$ cat src/sv/arpc_pkg.sv
// shared types and constants for the arp cache with aging
package arpc_pkg;

   localparam int TABLE_ENTRIES = 16;
   localparam int AGE_BITS      = 16;
   localparam int IDX_W         = $clog2(TABLE_ENTRIES);
   localparam int IP_W          = 32;
   localparam int MAC_W         = 48;
   localparam int SLOT_W        = 4;
   localparam int KIND_W        = 2;

   localparam logic [KIND_W-1:0] KIND_LEARN  = 2'd0;
   localparam logic [KIND_W-1:0] KIND_LOOKUP = 2'd1;
   localparam logic [KIND_W-1:0] KIND_TICK   = 2'd2;
   localparam logic [KIND_W-1:0] KIND_UNUSED = 2'd3;

   localparam logic [AGE_BITS-1:0] AGE_FULL = '1;
   localparam logic [IDX_W-1:0]    IDX_LAST = IDX_W'(TABLE_ENTRIES - 1);

   typedef struct packed {
      logic [KIND_W-1:0] req_type;
      logic [IP_W-1:0]   ip_addr;
      logic [MAC_W-1:0]  mac_addr;
   } arpc_req_type;

   typedef struct packed {
      logic              found;
      logic [MAC_W-1:0]  mac_out;
      logic [SLOT_W-1:0] slot;
   } arpc_rsp_type;

   typedef struct packed {
      logic [IP_W-1:0]     ip;
      logic [MAC_W-1:0]    mac;
      logic [AGE_BITS-1:0] age;
   } arpc_entry_type;

   typedef struct packed {
      logic             en;
      logic [IDX_W-1:0] addr;
      arpc_entry_type   entry;
   } arpc_wr_type;

endpackage

$ cat src/sv/arpc_store.sv
// entry memory with per-entry valid bits, one registered read port and one write port
module arpc_store (
   input  logic                           clock,
   input  logic                           reset,
   input  logic                           rd_en,
   input  logic [arpc_pkg::IDX_W-1:0]     rd_addr,
   output arpc_pkg::arpc_entry_type       rd_entry,
   input  arpc_pkg::arpc_wr_type          wr
);
   import arpc_pkg::*;

   arpc_entry_type              mem [TABLE_ENTRIES];
   logic [TABLE_ENTRIES-1:0]    vld_ff;
   arpc_entry_type              rd_data_ff;
   logic                        rd_vld_ff;

   always_ff @(posedge clock) begin
      if (wr.en) begin
         mem[wr.addr] <= wr.entry;
      end
      if (rd_en) begin
         rd_data_ff <= mem[rd_addr];
      end
   end

   always_ff @(posedge clock) begin
      if (reset) begin
         vld_ff    <= '0;
         rd_vld_ff <= 1'b0;
      end else begin
         if (wr.en) begin
            vld_ff[wr.addr] <= 1'b1;
         end
         if (rd_en) begin
            rd_vld_ff <= vld_ff[rd_addr];
         end
      end
   end

   // never-written entries read as cleared
   assign rd_entry = rd_vld_ff ? rd_data_ff : '0;

endmodule

$ cat src/sv/arp_cache_with_aging_unit.sv
// top level of the arp cache with aging
// Address cache of TABLE_ENTRIES entries mapping protocol to hardware addresses. Each
// request beat (learn, lookup or aging tick) walks the whole table through the single
// read port of the entry memory, one entry per cycle, then does the learn write-back
// and forms the result; an unused request code answers without a walk. Tick
// write-backs ride along with the walk. One request is in flight at a time: the next
// beat is accepted the cycle after the result beat is taken. After reset every entry
// reads as zero with no clearing pass.
module arp_cache_with_aging_unit (
   input  logic                    clock,
   input  logic                    reset,
   input  logic                    req_valid,
   output logic                    req_ready,
   input  arpc_pkg::arpc_req_type  req_data,
   output logic                    rsp_valid,
   input  logic                    rsp_ready,
   output arpc_pkg::arpc_rsp_type  rsp_data
);
   import arpc_pkg::*;

   typedef enum logic [1:0] {S_IDLE, S_SCAN, S_DONE, S_RESP} state_type;

   state_type            state_ff, state_in;
   arpc_req_type         req_ff, req_in;
   logic [IDX_W-1:0]     iss_ff, iss_in;
   logic                 iss_done_ff, iss_done_in;
   logic                 chk_ff, chk_in;
   logic [IDX_W-1:0]     chk_idx_ff, chk_idx_in;
   logic                 hit_ff, hit_in;
   logic [IDX_W-1:0]     hit_idx_ff, hit_idx_in;
   logic [MAC_W-1:0]     hit_mac_ff, hit_mac_in;
   logic [IDX_W-1:0]     best_idx_ff, best_idx_in;
   logic [AGE_BITS-1:0]  best_age_ff, best_age_in;
   logic                 rsp_valid_ff, rsp_valid_in;
   arpc_rsp_type         rsp_ff, rsp_in;

   logic                 rd_en;
   logic [IDX_W-1:0]     rd_addr;
   arpc_entry_type       rd_entry;
   arpc_wr_type          wr;
   logic [IDX_W-1:0]     learn_idx;

   arpc_store u_store (
      .clock    (clock),
      .reset    (reset),
      .rd_en    (rd_en),
      .rd_addr  (rd_addr),
      .rd_entry (rd_entry),
      .wr       (wr)
   );

   assign learn_idx = hit_ff ? hit_idx_ff : best_idx_ff;

   always_comb begin
      state_in     = state_ff;
      req_in       = req_ff;
      iss_in       = iss_ff;
      iss_done_in  = iss_done_ff;
      chk_in       = 1'b0;
      chk_idx_in   = chk_idx_ff;
      hit_in       = hit_ff;
      hit_idx_in   = hit_idx_ff;
      hit_mac_in   = hit_mac_ff;
      best_idx_in  = best_idx_ff;
      best_age_in  = best_age_ff;
      rsp_valid_in = rsp_valid_ff;
      rsp_in       = rsp_ff;
      rd_en        = 1'b0;
      rd_addr      = iss_ff;
      wr           = '0;

      unique case (state_ff)
         S_IDLE: begin
            if (req_valid) begin
               req_in      = req_data;
               iss_in      = '0;
               iss_done_in = 1'b0;
               hit_in      = 1'b0;
               hit_idx_in  = '0;
               hit_mac_in  = '0;
               best_idx_in = '0;
               best_age_in = '0;
               if (req_data.req_type == KIND_UNUSED) begin
                  rsp_in       = '0;
                  rsp_valid_in = 1'b1;
                  state_in     = S_RESP;
               end else begin
                  state_in = S_SCAN;
               end
            end
         end
         S_SCAN: begin
            if (!iss_done_ff) begin
               rd_en      = 1'b1;
               chk_in     = 1'b1;
               chk_idx_in = iss_ff;
               if (iss_ff == IDX_LAST) begin
                  iss_done_in = 1'b1;
               end else begin
                  iss_in = iss_ff + 1'b1;
               end
            end
            if (chk_ff) begin
               // first match wins
               if (!hit_ff && rd_entry.ip == req_ff.ip_addr) begin
                  hit_in     = 1'b1;
                  hit_idx_in = chk_idx_ff;
                  hit_mac_in = rd_entry.mac;
               end
               // smallest age, lowest index on ties
               if (chk_idx_ff == '0 || rd_entry.age < best_age_ff) begin
                  best_idx_in = chk_idx_ff;
                  best_age_in = rd_entry.age;
               end
               if (req_ff.req_type == KIND_TICK && rd_entry.age != '0) begin
                  wr.en        = 1'b1;
                  wr.addr      = chk_idx_ff;
                  wr.entry.ip  = rd_entry.ip;
                  wr.entry.mac = rd_entry.mac;
                  wr.entry.age = AGE_BITS'(rd_entry.age - 1'b1);
               end
               if (chk_idx_ff == IDX_LAST) begin
                  state_in = S_DONE;
               end
            end
         end
         S_DONE: begin
            rsp_in = '0;
            case (req_ff.req_type)
               KIND_LEARN: begin
                  wr.en        = 1'b1;
                  wr.addr      = learn_idx;
                  wr.entry.ip  = req_ff.ip_addr;
                  wr.entry.mac = req_ff.mac_addr;
                  wr.entry.age = AGE_FULL;
                  rsp_in.found = hit_ff;
                  rsp_in.slot  = SLOT_W'(learn_idx);
               end
               KIND_LOOKUP: begin
                  rsp_in.found   = hit_ff;
                  rsp_in.mac_out = hit_mac_ff;
                  rsp_in.slot    = SLOT_W'(hit_idx_ff);
               end
               default: begin
                  rsp_in = '0;
               end
            endcase
            rsp_valid_in = 1'b1;
            state_in     = S_RESP;
         end
         S_RESP: begin
            if (rsp_ready) begin
               rsp_valid_in = 1'b0;
               state_in     = S_IDLE;
            end
         end
         default: begin
            state_in = S_IDLE;
         end
      endcase
   end

   always_ff @(posedge clock) begin
      if (reset) begin
         state_ff     <= S_IDLE;
         rsp_valid_ff <= 1'b0;
         chk_ff       <= 1'b0;
         iss_done_ff  <= 1'b0;
      end else begin
         state_ff     <= state_in;
         rsp_valid_ff <= rsp_valid_in;
         chk_ff       <= chk_in;
         iss_done_ff  <= iss_done_in;
      end
      req_ff      <= req_in;
      iss_ff      <= iss_in;
      chk_idx_ff  <= chk_idx_in;
      hit_ff      <= hit_in;
      hit_idx_ff  <= hit_idx_in;
      hit_mac_ff  <= hit_mac_in;
      best_idx_ff <= best_idx_in;
      best_age_ff <= best_age_in;
      rsp_ff      <= rsp_in;
   end

   assign req_ready = (state_ff == S_IDLE);
   assign rsp_valid = rsp_valid_ff;
   assign rsp_data  = rsp_ff;

   a_no_overlap: assert property (@(posedge clock) disable iff (reset)
      !(req_ready && rsp_valid_ff))
      else $error("request taken while a result beat is pending");

   a_wr_window: assert property (@(posedge clock) disable iff (reset)
      wr.en |-> (state_ff == S_SCAN || state_ff == S_DONE))
      else $error("store written outside scan or write-back");

   a_tick_zero: assert property (@(posedge clock) disable iff (reset)
      (rsp_valid_ff && (req_ff.req_type == KIND_TICK || req_ff.req_type == KIND_UNUSED))
      |-> (rsp_ff == '0))
      else $error("tick or unused code gave a nonzero result");

   a_miss_mac: assert property (@(posedge clock) disable iff (reset)
      (rsp_valid_ff && !rsp_ff.found) |-> (rsp_ff.mac_out == '0))
      else $error("miss carries a hardware address");

   a_read_done: assert property (@(posedge clock) disable iff (reset)
      (state_ff == S_DONE) |-> (iss_done_ff && !chk_ff))
      else $error("write-back reached with scan reads outstanding");

endmodule

$ cat config.mk
export PLATFORM = sky130hd
export DESIGN_NAME = arp_cache_with_aging_unit
export DESIGN_NICKNAME = d
export VERILOG_FILES = /design/src/sv/arpc_pkg.sv /design/src/sv/arpc_store.sv /design/src/sv/arp_cache_with_aging_unit.sv
export SDC_FILE = /design/constraint.sdc
export NUM_CORES = 2
export LEC_CHECK = 0
export BUFFER_PORTS_ARGS = -buffer_cell sky130_fd_sc_hd__buf_4
export CAP_MARGIN = 15
export CORE_ASPECT_RATIO = 0.7
export CORE_UTILIZATION = 30
export CTS_CLUSTER_DIAMETER = 40
export DETAILED_ROUTE_END_ITERATION = 10
export PLACE_DENSITY_LB_ADDON = 0.1
export SLEW_MARGIN = 20
export SYNTH_ARGS = -nofsm -noshare
export SYNTH_HDL_FRONTEND = slang
export SYNTH_HIERARCHICAL = 1
export SYNTH_SLANG_ARGS = --single-unit
export TNS_END_PERCENT = 30
$ cat constraint.sdc
create_clock -name clock -period 12.7 [get_ports clock]
set_input_delay 0 -clock clock [delete_from_list [all_inputs] [get_ports clock]]
set_output_delay 0 -clock clock [all_outputs]
set_load 0.02 [all_outputs]
==> results.txt <==
status: completed
number of synthesized register bits: 1870
cell mode on critical path: buf_4
syn_nets: 3273
antenna-violating nets left: 0
P per Cell Area: 209 nW/um^2
headroom to the max-slew limit: 24.4%
number of enable flip-flop cells after synthesis: 1848
final core occ: 36.7%
Clk Latency, worst-skew pair: 0.88 ns
critical path's slowest cell: buf_4
Synth top area share: 77.2%
Slew Limit Fails: 0
via count: 34300
Leakage: 25.2 nW
drt wl/cell: 28.4 microns
largest family of logic cells by synthesized area: multiplexers
post-synthesis simple-gate area fraction: 3.27%
final hold vios: 0
Placed Instances: 6396
WP data required: 13.17 ns
Die Ht: 412 microns
remaining global-route overflow: 0
RSZ-0062 raised after global routing: false
Clock transition at path regs: 0.06 ns
drt via density: 4.89
CTS tree: built
Worst Clk Skew: 0.0568 ns
Worst-Margin Slew: 1.13 ns
Critical Path Sink Type: flip-flop
fin crit share: 49.9%
most common cell in the netlist: edfxtp_1
final layout net count: 3749
synth cell count leaders: 1848 x edfxtp_1, 482 x mux4_2, 170 x and2_1
synthesized instance count: 3166
Synth Area in XOR/XNOR: 0.560%
io pins: 141
CTS Buf Count: 245
die width: 587 microns
type of the worst setup path: flip-flop to flip-flop
area share of fa/ha/maj cells after synthesis: 0.366%
crit start category: flip-flop
die area: 242000 sq um
drt first pass iters: 5
initial antenna violation count: 13
final setup fails: 0
Placer Congestion: 0.731
Avg Inst Size Synth: 22.7 sq um
first-pass GRT wire length: 282000 microns
num rows: 149
final non-filler cell total: 7020
number of clock sinks: 1870
total track usage: 16.4%
ys async rst share: 0%
ranking of synthesized cells by area: edfxtp_1 77%, mux4_2 15%, and2_1 1.5%
Tot Pwr: 0.0182 W
largest net degree at the start of global routing: 137
Core ar.: 237000 sq um
Layout area overhead: 21.1%
Clock Tree Buf Depth: 4
Compound-Gate Fraction of Synth Area: 1.39%
ys flop type: edfxtp_1
post-route setup slack: 6.36 ns
crit-path max FO: 59
PortBufs: 140
DR DRC count: 0
dominant cell type by area after synthesis: edfxtp_1
YS warnings: 6
initial DRC count: 3186
pre-CTS setup slack: 5.95 ns
sequential-to-total area share from yosys stat: 77.8%
final setup TNS: 0 ns
count of different cell masters after synthesis: 48
Initial Utilization: 30.3%
critical path, cell by cell: and2_1 -> inv_1 -> ha_1 -> or3b_1 -> or3_1 -> o41a_2 -> buf_4 -> nand3_1 -> nand2_1 -> or3b_2 -> nor3_2 -> buf_4 -> buf_4
DPL Wire Length: 107000 microns
reg-to-reg slack, setup: 6.36 ns
ratio of cells with drive above 1 in the final layout: 30.5%
Period minus WS final: 6.34 ns
Max VDD drop: 186 uV
Root Driver: clkbuf_16
number of global-route vias before repair: 36800
Max Clock Freq: 158 MHz
CTS H-tree depth: 4
Hold WC Path Type: primary input to flip-flop
final wirelength: 199000 microns
mux share of post-synthesis cell area: 15.2%
Mapped Area: 71900 sq um
Setup Buffers After CTS: 0
Worst EP arrival: 6.81 ns
max_cap viols: 0
peak per-stage delay on the critical path: 0.85 ns
## repair_timing
action,in CTS,in global routing
hold buffers,169,0
gates resized for setup,0,0
endpoints found under the hold margin,111,0
## critical path, delay by kind of cell (launching register included)
family          cells  cell delay [ns]
flops               1             0.83
compound gates      1             0.45
simple gates        7             1.97
buf+inv             4             2.25
fa+ha+maj           1             0.23
## layout by cell type (no fill, tap or decap), types with 21 or more instances in the layout
cell,count
bufinv_16,24
dfxtp_1,21
clkbuf_16,247
inv_1,25
mux4_2,482
clkinv_4,21
inv_6,31
edfxtp_1,1848
dlygate4sd3_1,169
nor2b_1,38
and3_1,48
xor2_1,21
xnor2_1,25
and2_1,170
a22o_1,32
nor2_1,50
clkinvlp_4,30
a22oi_1,49
buf_4,219
clkinv_1,21
clkinv_2,26
## area by class of cell
cell class              instances  area [sq um]
diodes                          6          15.0
clock buffers                 267          6260
clock inverters               181          1970
fillers                     21500        150000
inverters                      26           100
multi-input cells            1100         15200
flip-flops and latches       1870         55900
well taps                    3171          3970
repair buffers                399          3570
## per-stage QoR
stage | hold WS (ns) | area [sq um]
6_report | 0.0988 | 87000
5_1_grt | 0.0743 | 87000
4_1_cts | 0.0456 | 86900
3_5_place_dp | 0.180 | 77000
3_3_place_gp | 0.180 | 76900
2_1_floorplan | 0.0691 | 71900
## state kept, by name, indices dropped and copies added, names as in the netlist, 4 cells and up
| signal | flops |
|---|---|
| u_store/mem | 1536 |
| u_store/rd_data_ff | 96 |
| req_ff | 82 |
| rsp_data | 53 |
| hit_mac_ff | 48 |
| best_age_ff | 16 |
| u_store/vld_ff | 16 |
| best_idx_ff | 4 |
| chk_idx_ff | 4 |
| hit_idx_ff | 4 |
| iss_ff | 4 |
## cells by family after synthesis
| kind of cell | count (synthesis) |
|---|---|
| DFF | 1870 |
| muxes | 492 |
| and+or+nand+nor | 404 |
| buffers and inverters | 196 |
| AOI/OAI and AO/OA | 137 |
| xor gates and xnor gates | 46 |
| adders and majority gates | 21 |
## path summary, 6_finish.rpt
kind                startpoint                 end  depth (start not counted)
max          u_store/rd_vld_ff  u_store/mem[0][65]                         13
min                      reset  u_store/vld_ff[15]                          3
max reg2reg  u_store/rd_vld_ff  u_store/mem[0][65]                         13
min reg2reg  u_store/vld_ff[7]   u_store/vld_ff[7]                          2
## report_power, final
group / switching [W] / total (W) / leakage (nW) / internal (W)
registers: 0.000222 / 0.00755 / 15.1 / 0.00733
logic: 0.00214 / 0.00369 / 6.17 / 0.00155
clock network: 0.00283 / 0.00695 / 3.95 / 0.00411
## per-layer routing
metal / GRT usage (%) / share of wire, % / vias to the layer above
met1: 23.5 / 46 / 18900
met2: 26.1 / 47 / 891
met3: 2.68 / 4.7 / 271
met4: 3.89 / 2.0 / 2
li1: - / - / 14300
met5: 0 / 0.0065 / -
Note: power is estimated with default switching activity, not from simulation.
